[src/sv/edge_timestamp_overwrite_ring_macros.svh]
// Assertion macros for the edge timestamp ring.
`ifndef EDGE_TIMESTAMP_OVERWRITE_RING_MACROS_SVH
`define EDGE_TIMESTAMP_OVERWRITE_RING_MACROS_SVH

// Check that a condition implies another in the same cycle.
`define ETOR_ASSERT_SAME(lbl, clk_s, rst_s, ante, cons, msg) \
    lbl: assert property (@(posedge clk_s) disable iff (!rst_s) (ante) |-> (cons)) \
        else $error(msg);

// Check that a condition implies another in the next cycle.
`define ETOR_ASSERT_NEXT(lbl, clk_s, rst_s, ante, cons, msg) \
    lbl: assert property (@(posedge clk_s) disable iff (!rst_s) (ante) |=> (cons)) \
        else $error(msg);

`endif

[src/sv/etor_pkg.sv]
// Shared types and constants for the edge timestamp ring.
package etor_pkg;

    localparam int RING_DEPTH_DEF = 512;
    localparam int MAX_READ_DEF   = 64;

    // Operation codes of a command
    localparam logic OP_EDGE = 1'b0;
    localparam logic OP_READ = 1'b1;

    // Command transfer
    typedef struct packed {
        logic        op;
        logic [31:0] edge_time;
        logic        edge_level;
        logic [6:0]  max_count;
    } cmd_t;

    // Result transfer
    typedef struct packed {
        logic [31:0] sample_time;
        logic        sample_level;
        logic        is_empty;
        logic        last_of_run;
    } result_t;

    // One stored sample
    typedef struct packed {
        logic [31:0] stamp;
        logic        level;
    } entry_t;

    // Operation of the shared index unit
    typedef enum logic {
        AOP_ADD = 1'b0,
        AOP_SUB = 1'b1
    } addr_op_t;

endpackage

[src/sv/etor_addr_unit.sv]
// Shared modulo-depth add/subtract unit for ring indexes.
module etor_addr_unit #(
    parameter int RING_DEPTH = etor_pkg::RING_DEPTH_DEF
) (
    input  logic [$clog2(RING_DEPTH)-1:0]   a,
    input  logic [$clog2(RING_DEPTH+1)-1:0] b,
    input  etor_pkg::addr_op_t              op,
    output logic [$clog2(RING_DEPTH)-1:0]   y
);

    localparam int IDX_W  = $clog2(RING_DEPTH);
    localparam int FILL_W = $clog2(RING_DEPTH + 1);
    localparam logic [FILL_W:0] DEPTH_X = (FILL_W + 1)'(RING_DEPTH);

    logic [FILL_W:0] a_x;
    logic [FILL_W:0] b_x;
    logic [FILL_W:0] t;
    logic [FILL_W:0] y_x;

    // Add or subtract, then fold back into the ring once
    always_comb
    begin
        a_x = (FILL_W + 1)'(a);
        b_x = (FILL_W + 1)'(b);
        if (op == etor_pkg::AOP_SUB)
        begin
            t   = a_x - b_x;
            y_x = t[FILL_W] ? t + DEPTH_X : t;
        end
        else
        begin
            t   = a_x + b_x;
            y_x = (t >= DEPTH_X) ? t - DEPTH_X : t;
        end
        y = y_x[IDX_W-1:0];
    end

endmodule

[config.mk]
export PLATFORM = sky130hd
export DESIGN_NAME = etor_addr_unit
export DESIGN_NICKNAME = d
export VERILOG_FILES = /design/src/sv/edge_timestamp_overwrite_ring_macros.svh /design/src/sv/etor_pkg.sv /design/src/sv/etor_addr_unit.sv
export SDC_FILE = /design/constraint.sdc
export NUM_CORES = 1
export LEC_CHECK = 0
export ABC_CLOCK_PERIOD_IN_PS = 4450
export BUFFER_PORTS_ARGS = -buffer_cell sky130_fd_sc_hd__buf_4
export CELL_PAD_IN_SITES_DETAIL_PLACEMENT = 1
export CELL_PAD_IN_SITES_GLOBAL_PLACEMENT = 2
export CORE_UTILIZATION = 26
export DETAILED_ROUTE_END_ITERATION = 6
export PLACE_DENSITY = 0.9
export SYNTH_ARGS = -nofsm -noshare
export SYNTH_HDL_FRONTEND = slang
export SYNTH_SLANG_ARGS = --single-unit
[constraint.sdc]
create_clock -name vclk -period 4.45
set_input_delay 0.445 -clock vclk [all_inputs]
set_output_delay 0.445 -clock vclk [all_outputs]
set_load 0.03 [all_outputs]
# == Word level (Yosys, flattened, before mapping) ==
# Index checks and enable logic that the tools add are counted.
# totals
regBits,0
in_bits,20
output_inout_bits,9
elab_cells,8
# op_classes
add_sub_neg,4
n_lt_le_gt_ge,1
muxes,3
# op_table
op,n
9-bit two-way mux,3
9-bit by 10-bit adder with 11-bit output,1
"11-bit by 10-bit greater-or-equal comparator with 1-bit output, second input constant",1
9-bit by 10-bit subtractor with 11-bit output,1
"9-bit by 1-bit adder with 9-bit output, second input constant",1
"9-bit by 1-bit subtractor with 9-bit output, second input constant",1

# == Depth between registers and ports, before layout ==
# Gate-level depths: netlist (run 1).
# depth
word_depth,4
ltp_mapped,11
ltp_nobuf,11

# == Worst setup path before layout (run 1) ==
# OpenSTA, ideal clock, no wires.
# synth_path
path_type,input-to-output
startpoint,input op
endpoint,output y[8]
arrival_time_ps,2523
t_required_ps,4005
path_slack_ps,1482
path_stages,8
path_buffers,1
cell_sequence,clkbuf_1 mux2_2 fa_1 nor2b_4 o31a_1 nand2b_4 a31oi_4 xnor2_1
# synth_between
elab_chain_len,1
# synth_rtl
element,line_no,source
"start, declared",etor_addr_unit.sv:7,"input etor_pkg::addr_op_t op,"
9-bit two-way mux,etor_addr_unit.sv:25,if (op == etor_pkg::AOP_SUB)
"end, declared",etor_addr_unit.sv:8,output logic [$clog2(RING_DEPTH)-1:0] y
# Every way passes these cells.

# == Worst setup path after layout (run 1) ==
# layout_path
startpoint,input b[0]
endpoint,output y[8]
# layout_between
elab_chain_len,4
word_cells_on_any_way,8
classes_between,4 x add/sub; 1 x order compare; 3 x mux
# layout_rtl
element,line_no,source
"start, declared",etor_addr_unit.sv:6,"input logic [$clog2(RING_DEPTH+1)-1:0] b,"
9-bit by 10-bit adder with 11-bit output or 9-bit by 10-bit subtractor with 11-bit output (tied branches),"etor_addr_unit.sv:32, etor_addr_unit.sv:27",
"9-bit by 1-bit subtractor with 9-bit output, or another cell as far along",etor_addr_unit.sv:33,y_x = (t >= DEPTH_X) ? t - DEPTH_X : t;
9-bit two-way mux (on tied branches),"etor_addr_unit.sv:33, etor_addr_unit.sv:28",
9-bit two-way mux *,etor_addr_unit.sv:25,
# Mark *: on every way between the ends. The rest lies on a longest branch, timed or not.

==> summary.log, run 1 <==
[critical_path] kind of end point of the critical path primary output
[placed_design] cell count after placement 120
[run_status] status finished, final reports clean
[pwr] peak supply drop 134.4 uV
[layout] FF+latch count 0
[synthesis] cell taking the most area after synthesis sky130_fd_sc_hd__ha_1
[placed_design] RD Place Congestion 0.7223
[sta] worst hold-check slack 1290 ps
[sta] Setup Total Neg Slack 0 ps
[floorplan] full die area 2200 sq um
[synthesis] share of synthesized area occupied by flip-flops and latches 0
[synthesis] compound-cell area share of the yosys netlist 0.2291
[hold_path] hold wc startpoint b[0]
[sta] Least-Margin Pin Slew 475.2 ps
[hold_path] worst hold stages 4
[synthesis] Synth Area in Adders 0.2530
[grt] all-layer global routing usage 0.1179
[grt] wire length of the first global-routing pass 1918 microns
[clocking] number of setup buffers added after CTS 0
[layout] count of fill cells added during filler insertion 244
[synthesis] main combinational cell family by area after synthesis adder cells
[floorplan] initial core utilization 0.2910
[critical_path] category of the most critical setup path in2out
[synthesis] most frequent cells after synthesis sky130_fd_sc_hd__xnor2_1, sky130_fd_sc_hd__ha_1, sky130_fd_sc_hd__inv_1
[routing] residual antenna-violating net count after detailed routing 0
[floorplan] Horiz. Die Dim 46.91 microns
[placed_design] DP HPWL 1193 microns
[sta] final hold violation count 0
[sta] post-route fraction of the period consumed by the critical path 0.6604
[pwr] leakage power 0.3661 nW
[routing] Pre-Repair DR Iteration Count 2
[routing] per-cell via count in the routed design 4.533
[synthesis] fraction of synthesized cell area taken by the top area cell type 0.2148
[layout] FF+latch area 0 sq um
[synthesis] synthesis warning total 0
[synthesis] Post-Syn Area 524.3 sq um
[synthesis] number of distinct library cells after synthesis 23
[synthesis] XOR/XNOR Fraction of Synth Area 0.2172
[synthesis] synthesized netlist cell count 68
[pwr] Pwr Density 249.8 nW/um^2
[job] reported max-cap violation count 0
[hold_path] worst hold endpoint y[0]
[layout] final instance count without filler cells 120
[critical_path] largest fanout on the critical path 4
[clocking] quantity of gates resized following cts 0
[layout] area added between synthesis and finish 45.35%
[critical_path] Data arrival, critical path 2490 ps
[clocking] number of buffers inserted for hold repair after clock tree synthesis 0
[synthesis] Synth area leaders sky130_fd_sc_hd__ha_1, sky130_fd_sc_hd__xnor2_1, sky130_fd_sc_hd__inv_1
[synthesis] cell with the most instances after synthesis sky130_fd_sc_hd__xnor2_1
[floorplan] standard-cell rows 15
[floorplan] area of the placeable core 1802 sq um
[sta] number of failing setup endpoints in the final timing report 0
[grt] via count of the first global-routing pass 497
[layout] NumNets Final 127
[routing] Avg WL per Cell 10.63 microns
[sta] Max-slew headroom 0.6808
[synthesis] simple-gate portion of the synthesized area 0.2076
[synthesis] multiplexer area fraction after synthesis 0.02148
[critical_path] element type at the critical path start input pin
[layout] share of final-layout standard cells stronger than drive strength 1 0.3579
[sta] Highest Clock Rate 340.3 MHz
[layout] number of clock buffers in the layout 0
[routing] Iter 0 DRT Violations 2
[routing] DRC violations left 0
[sta] shortest period the worst path allows 2939 ps
[placed_design] # port buffers 28
[floorplan] count of boundary I/O pins 29
[routing] total length of routed wires 1275 microns
[sta] max-slew violation count 0
[grt] leftover overflow at the end of global routing 0
[layout] number of diodes added for antenna fixing 0
[grt] maximum number of pins on one net before global-route repair 9
[grt] number of antenna violations at the first check in global routing 0
[synthesis] Net Count, Synth 98
[synthesis] Mean Syn Cell Area 7.710 sq um
[hold_path] hold crit path type in2out
[floorplan] Die Span Y 46.91 microns
[sta] setup repair after global routing missed its margin no
[critical_path] required time at the endpoint of the critical path 4010 ps
[routing] number of vias in the routed layout 544
[kinds of logic (layout without fill, tap and decap cells)]
family	Yosys count	count (layout)
multiplexers	1	1
AO/OA/AOI/OAI	17	17
buffers and inverters	10	37
XOR/XNOR	13	13
adder cells (fa/ha/maj)	10	10
AND/OR/NAND/NOR	17	17
[worst max-delay path: stages]
cell                       delay [ps]
sky130_fd_sc_hd__buf_4            100
sky130_fd_sc_hd__inv_1             40
sky130_fd_sc_hd__ha_1             270
sky130_fd_sc_hd__mux2_2           290
sky130_fd_sc_hd__fa_1             460
sky130_fd_sc_hd__nor2b_4          140
sky130_fd_sc_hd__o31a_1           190
sky130_fd_sc_hd__nand2b_4         160
sky130_fd_sc_hd__a31oi_4           80
sky130_fd_sc_hd__xnor2_1          130
sky130_fd_sc_hd__buf_4            170
[layer usage]
layer / vias to the layer above / GRT usage / share of wire
li1: 286 / - / -
met1: 238 / 0.1350 / 0.41
met2: 20 / 0.2500 / 0.53
met3: 0 / 0.003846 / 0.064
met4: 0 / 0 / 0
met5: - / 0 / 0
[report_power, final]
group | switching, mW | internal (mW) | total (mW)
clock | 0 | 0 | 0
sequential | 0 | 0 | 0
combinational | 0.105 | 0.0853 | 0.190
total | 0.105 | 0.0853 | 0.190
[cell type report]
class,count,area (sq um),share of cell area
Timing Repair Buffer,28,210.2,0.2759
Multi-Input combinational cell,58,486.7,0.6388
Inverter,9,33.78,0.04433
Tap cell,25,31.28,0.04105
[stage by stage]
stage	total power, mW	area, sq um	utilization	setup slack [ps]
2_1_floorplan	0.1291	524.3	-	1482
3_3_place_gp	0.1892	762.0	0.4229	1528
3_5_place_dp	0.1928	762.0	0.4229	1467
4_1_cts	0.1934	762.0	0.4229	1468
5_1_grt	0.2057	762.0	0.4229	1340
6_report	0.1903	762.0	0.4229	1511
[layout by cell type, fill, tap and decap left out, types with 2 or more instances in the layout]
cell type | Yosys | routed
sky130_fd_sc_hd__a21oi_1 | 5 | 5
sky130_fd_sc_hd__buf_4 | 0 | 28
sky130_fd_sc_hd__ha_1 | 9 | 9
sky130_fd_sc_hd__inv_1 | 9 | 9
sky130_fd_sc_hd__nor2_1 | 7 | 7
sky130_fd_sc_hd__nor2b_1 | 2 | 2
sky130_fd_sc_hd__nor3_1 | 3 | 3
sky130_fd_sc_hd__o21a_1 | 3 | 3
sky130_fd_sc_hd__o21ai_0 | 3 | 3
sky130_fd_sc_hd__o31a_1 | 2 | 2
sky130_fd_sc_hd__xnor2_1 | 11 | 11
sky130_fd_sc_hd__xor2_1 | 2 | 2
[how the worst max path moves through the flow]
stage	from	endpoint	slack, ps
2_1_floorplan	op	y[8]	1480
3_3_place_gp	b[0]	y[8]	1530
3_5_place_dp	b[0]	y[8]	1470
4_1_cts	b[0]	y[8]	1470
5_1_grt	b[0]	y[8]	1340
6_report	b[0]	y[8]	1510
Power figures use the tool's default switching activity.
==> run 2, diff against run 1 <==
- ABC_AREA: not set -> 1
- ABC_CLOCK_PERIOD_IN_PS: 4450 -> 3050
- CORE_UTILIZATION: 26 -> 23
- PLACE_DENSITY: 0.9 -> 0.86
- clock period: 4.45 -> 3.05 ns (I/O delays scaled with it)
==> summary.log, run 2 <==
[grt] via count of the first global-routing pass 724
[placed_design] standard cell area after detailed placement 863.3 sq um
[placed_design] RD Place Congestion 0.7483
[critical_path] largest fanout on the critical path 3
[clocking] quantity of gates resized following cts 0
[layout] combined area of the multi-input logic cells 518.0 sq um
[sta] worst hold-check slack 990.4 ps
[sta] Setup Total Neg Slack 0 ps
[synthesis] synthesis warning total 0
[layout] count of fill cells added during filler insertion 356
[synthesis] most frequent cells after synthesis sky130_fd_sc_hd__nand2_1, sky130_fd_sc_hd__inv_1, sky130_fd_sc_hd__nor2_1
[pwr] peak supply drop 141.8 uV
[pwr] Pwr Density 314.7 nW/um^2
[routing] total length of routed wires 1641 microns
[synthesis] Synth area leaders sky130_fd_sc_hd__nand2_1, sky130_fd_sc_hd__ha_1, sky130_fd_sc_hd__inv_1
[sta] final hold violation count 0
[floorplan] area of the placeable core 2500 sq um
[sta] Highest Clock Rate 410.2 MHz
[sta] Max-slew headroom 0.7584
[grt] wire length of the first global-routing pass 2849 microns
[routing] number of vias in the routed layout 759
[placed_design] DP HPWL 1534 microns
[layout] final instance area 863.3 sq um
[placed_design] post-placement setup slack 593.3 ps
[critical_path] kind of end point of the critical path primary output
[grt] number of antenna violations at the first check in global routing 0
[grt] maximum number of pins on one net before global-route repair 7
[layout] number of diodes added for antenna fixing 0
[layout] area added between synthesis and finish 40.24%
[routing] DRC violations left 0
[sta] setup repair after global routing missed its margin no
[run_status] status finished, final reports clean
[synthesis] fraction of synthesized cell area taken by the top area cell type 0.2317
[routing] per-cell via count in the routed design 4.362
[synthesis] Net Count, Synth 146
[floorplan] count of boundary I/O pins 29
[layout] FF+latch count 0
[routing] Iter 0 DRT Violations 6
[layout] FF+latch area 0 sq um
[floorplan] full die area 2887 sq um
[clocking] number of buffers inserted for hold repair after clock tree synthesis 0
[grt] leftover overflow at the end of global routing 0
[sta] min setup slack post-route 612.4 ps
[critical_path] category of the most critical setup path in2out
[placed_design] cell count after placement 174
[layout] number of clock buffers in the layout 0
[routing] residual antenna-violating net count after detailed routing 0
[critical_path] Data arrival, critical path 2130 ps
[layout] most common cell after layout, fill and taps aside sky130_fd_sc_hd__nand2_1
[sta] post-route fraction of the period consumed by the critical path 0.7992
[pwr] leakage power 0.5423 nW
[synthesis] cell taking the most area after synthesis sky130_fd_sc_hd__nand2_1
[grt] all-layer global routing usage 0.1267
[synthesis] Mean Syn Cell Area 5.307 sq um
[clocking] number of setup buffers added after CTS 0
[sta] number of failing setup endpoints in the final timing report 0
[layout] share of final-layout standard cells stronger than drive strength 1 0.2153
[synthesis] synthesized netlist cell count 116
[synthesis] number of distinct library cells after synthesis 17
[synthesis] share of synthesized area occupied by flip-flops and latches 0
[sta] Least-Margin Pin Slew 358.7 ps
[floorplan] Die Span Y 53.74 microns
[hold_path] hold crit path type in2out
[routing] Avg WL per Cell 9.431 microns
[synthesis] cell with the most instances after synthesis sky130_fd_sc_hd__nand2_1
[placed_design] # port buffers 28
[sta] shortest period the worst path allows 2438 ps
[routing] Pre-Repair DR Iteration Count 3
[floorplan] Horiz. Die Dim 53.74 microns
[layout] most frequent cells in the layout sky130_fd_sc_hd__nand2_1, sky130_fd_sc_hd__buf_4, sky130_fd_sc_hd__inv_1, sky130_fd_sc_hd__nor2_1
[layout] NumNets Final 176
[layout] final instance count without filler cells 174
[floorplan] initial core utilization 0.2462
[job] reported max-cap violation count 0
[sta] max-slew violation count 0
[floorplan] standard-cell rows 18
[synthesis] Post-Syn Area 615.6 sq um
[critical_path] required time at the endpoint of the critical path 2740 ps
[critical_path] element type at the critical path start input pin
run 2: changes by cell type in the layout (fill, tap and decap cells not counted), moves of 4 or more:
| cell | delta |
|---|---|
| sky130_fd_sc_hd__inv_1 | +16 |
| sky130_fd_sc_hd__nand2_1 | +38 |
| sky130_fd_sc_hd__nand3_1 | +9 |
| sky130_fd_sc_hd__nor2_1 | +4 |
| sky130_fd_sc_hd__xnor2_1 | -7 |
run 2: final timing paths:
kind              slack, ps   end  depth (start not counted)  start
hold / removal          990  y[0]                          4   b[0]
setup / recovery        610  y[6]                         13   b[0]
run 2: layer usage:
metal	GRT usage	up-vias	share of wire
li1	-	411	-
met1	0.1570	336	0.46
met2	0.2531	12	0.51
met3	0	0	0.024
met4	0	0	0
met5	0	-	0
run 2: cell type report:
class | count | share of cell area
Inverter | 26 | 0.1130
Multi-Input combinational cell | 90 | 0.6000
Tap cell | 30 | 0.04348
Timing Repair Buffer | 28 | 0.2435
run 2: power breakdown:
group	leakage, nW	switching [mW]	internal (mW)
registers	0	0	0
clock network	0	0	0
logic	0.542	0.164	0.108
total	0.542	0.164	0.108
run 2: kinds of logic (layout without fill, tap and decap cells):
logic type                 count (synthesis)  after routing  share of synthesized area
and+or+nand+nor                           65             65                     0.4471
buffers and inverters                     26             54                     0.1585
adders and majority gates                 10             10                     0.2155
xor gates and xnor gates                   8              8                     0.1138
AOI/OAI and AO/OA                          7              7                    0.06504
run 2: worst max-delay path, stage by stage:
cell and delay (ps):
sky130_fd_sc_hd__buf_4 90, sky130_fd_sc_hd__inv_1 50, sky130_fd_sc_hd__ha_1 280, sky130_fd_sc_hd__inv_1 50
sky130_fd_sc_hd__o21ai_0 130, sky130_fd_sc_hd__fa_1 470, sky130_fd_sc_hd__nand3b_1 170, sky130_fd_sc_hd__nand2_1 130
sky130_fd_sc_hd__nand3_1 120, sky130_fd_sc_hd__nand2_1 90, sky130_fd_sc_hd__nand2_1 50, sky130_fd_sc_hd__nand2_1 50
sky130_fd_sc_hd__buf_4 150
run 2: metrics by stage:
stage	power (mW)	utilization
after floorplan	0.1802	-
after global placement	0.2702	0.3453
after detailed placement	0.2752	0.3453
after CTS	0.2762	0.3453
after global routing	0.3013	0.3453
final	0.2717	0.3453
==> run 3, diff against run 2 <==
- ABC_CLOCK_PERIOD_IN_PS: 3050 -> 2500
- clock period: 3.05 -> 2.5 ns (I/O delays scaled with it)
==> summary.log, run 3 (synthesized netlist as in run 2, its figures left out) <==
[sta] Highest Clock Rate 445.8 MHz
[grt] peak-usage layer in the global routing report met2
[critical_path] element type at the critical path start input pin
[routing] number of vias in the routed layout 762
[placed_design] DP HPWL 1492 microns
[floorplan] count of boundary I/O pins 29
[layout] share of final-layout standard cells stronger than drive strength 1 0.2414
[sta] final hold violation count 0
[floorplan] Die Span Y 53.74 microns
[sta] min setup slack post-route 256.7 ps
[grt] all-layer global routing usage 0.1336
[layout] most common cell after layout, fill and taps aside sky130_fd_sc_hd__nand2_1
[layout] final instance count without filler cells 175
[grt] met1 layer usage reported by global route 0.1818
[layout] combined area of the multi-input logic cells 526.8 sq um
[placed_design] # port buffers 28
[layout] NumNets Final 177
[routing] Iter 0 DRT Violations 4
[layout] area added between synthesis and finish 42.89%
[critical_path] end point of the critical path y[8]
[layout] number of clock buffers in the layout 0
[run_status] status finished, final reports clean
[critical_path] Data arrival, critical path 1990 ps
[grt] met3 usage in global routing 0
[pwr] leakage power 0.5448 nW
[sta] Setup Total Neg Slack 0 ps
[sta] shortest period the worst path allows 2243 ps
[routing] Avg WL per Cell 9.354 microns
[sta] Max-slew headroom 0.8275
[layout] most frequent cells in the layout sky130_fd_sc_hd__nand2_1, sky130_fd_sc_hd__buf_4, sky130_fd_sc_hd__inv_1, sky130_fd_sc_hd__nor2_1, sky130_fd_sc_hd__nand3_1
[layout] FF+latch area 0 sq um
[critical_path] category of the most critical setup path in2out
[floorplan] standard-cell rows 18
[critical_path] largest fanout on the critical path 4
[routing] total length of routed wires 1637 microns
[floorplan] full die area 2887 sq um
[sta] Least-Margin Pin Slew 257.0 ps
[pwr] Pwr Density 384.8 nW/um^2
[routing] per-cell via count in the routed design 4.354
[sta] post-route fraction of the period consumed by the critical path 0.8973
[layout] Final Util 0.3519
[layout] number of diodes added for antenna fixing 0
[job] reported max-cap violation count 0
[clocking] number of buffers inserted for hold repair after clock tree synthesis 0
[sta] worst hold-check slack 883.0 ps
[sta] max-slew violation count 0
[critical_path] required time at the endpoint of the critical path 2250 ps
[floorplan] initial core utilization 0.2462
[layout] count of fill cells added during filler insertion 359
[pwr] peak supply drop 182.9 uV
[placed_design] RD Place Congestion 0.7485
[grt] leftover overflow at the end of global routing 0
[layout] FF+latch count 0
[critical_path] timing startpoint of the critical path b[1]
[layout] final instance area 879.6 sq um
[routing] DRC violations left 0
[pwr] Total Power Consumption 0.3384 mW
[routing] residual antenna-violating net count after detailed routing 0
[grt] met2 layer usage reported by global route 0.2469
[hold_path] hold crit path type in2out
[placed_design] standard cell area after detailed placement 863.3 sq um
[grt] number of antenna violations at the first check in global routing 0
[grt] via count of the first global-routing pass 731
[routing] Pre-Repair DR Iteration Count 3
[floorplan] Horiz. Die Dim 53.74 microns
[placed_design] cell count after placement 174
[grt] wire length of the first global-routing pass 3022 microns
[sta] number of failing setup endpoints in the final timing report 0
[floorplan] area of the placeable core 2500 sq um
[sta] setup repair after global routing missed its margin yes
[critical_path] kind of end point of the critical path primary output
[grt] maximum number of pins on one net before global-route repair 7
[placed_design] post-placement setup slack 159.8 ps
[run 3: changes by cell type in the layout (fill, tap and decap cells not counted)]
cell                      delta
sky130_fd_sc_hd__ha_2        +1
sky130_fd_sc_hd__o21ai_0     -2
sky130_fd_sc_hd__fa_1        -1
sky130_fd_sc_hd__a21oi_1     -1
sky130_fd_sc_hd__ha_1        -1
sky130_fd_sc_hd__buf_4       +1
sky130_fd_sc_hd__a21oi_2     +1
sky130_fd_sc_hd__o21ai_1     +2
sky130_fd_sc_hd__fa_2        +1
[run 3: timing repair]
item	in CTS	in global routing
setup buffers	0	1
endpoints found under the setup margin	0	3
gates resized for setup	0	5
[run 3: worst max-delay path, stage by stage]
cell,delay [ps]
sky130_fd_sc_hd__buf_4,110
sky130_fd_sc_hd__inv_1,70
sky130_fd_sc_hd__ha_2,190
sky130_fd_sc_hd__nand2_1,70
sky130_fd_sc_hd__nand2_2,90
sky130_fd_sc_hd__o21ai_1,90
sky130_fd_sc_hd__xnor2_1,140
sky130_fd_sc_hd__ha_1,350
sky130_fd_sc_hd__nand2_1,90
sky130_fd_sc_hd__inv_1,40
sky130_fd_sc_hd__nand2_1,60
sky130_fd_sc_hd__nand2_1,40
sky130_fd_sc_hd__inv_1,40
sky130_fd_sc_hd__nand2_1,60
sky130_fd_sc_hd__inv_1,50
sky130_fd_sc_hd__nand2_1,40
sky130_fd_sc_hd__nand2_1,50
sky130_fd_sc_hd__buf_4,150
[run 3: routing by layer]
layer	share of wire	up-vias
met3	0.025	0
li1	-	415
met4	0	0
met5	0	-
met1	0.48	335
met2	0.50	12
[run 3: power breakdown]
part | switching, mW | total [mW] | internal (mW) | leakage (nW)
clock network | 0 | 0 | 0 | 0
logic | 0.202 | 0.338 | 0.137 | 0.545
registers | 0 | 0 | 0 | 0
[run 3: layout make-up]
cell class | count | area share
Multi-Input combinational cell | 90 | 0.5989
Timing Repair Buffer | 29 | 0.2475
Inverter | 26 | 0.1110
Tap cell | 30 | 0.04267
[run 3: worst min-delay path by stage]
| stage | startpoint | end | slack [ps] | cells after the start |
|---|---|---|---|---|
| final | b[0] | y[0] | 880 | 4 |
| after global routing | b[0] | y[0] | 910 | 4 |
| after CTS | b[0] | y[0] | 890 | 4 |
| after detailed placement | b[0] | y[0] | 890 | 4 |
| after global placement | b[0] | y[0] | 880 | 4 |
| after floorplan | b[0] | y[0] | 710 | 2 |
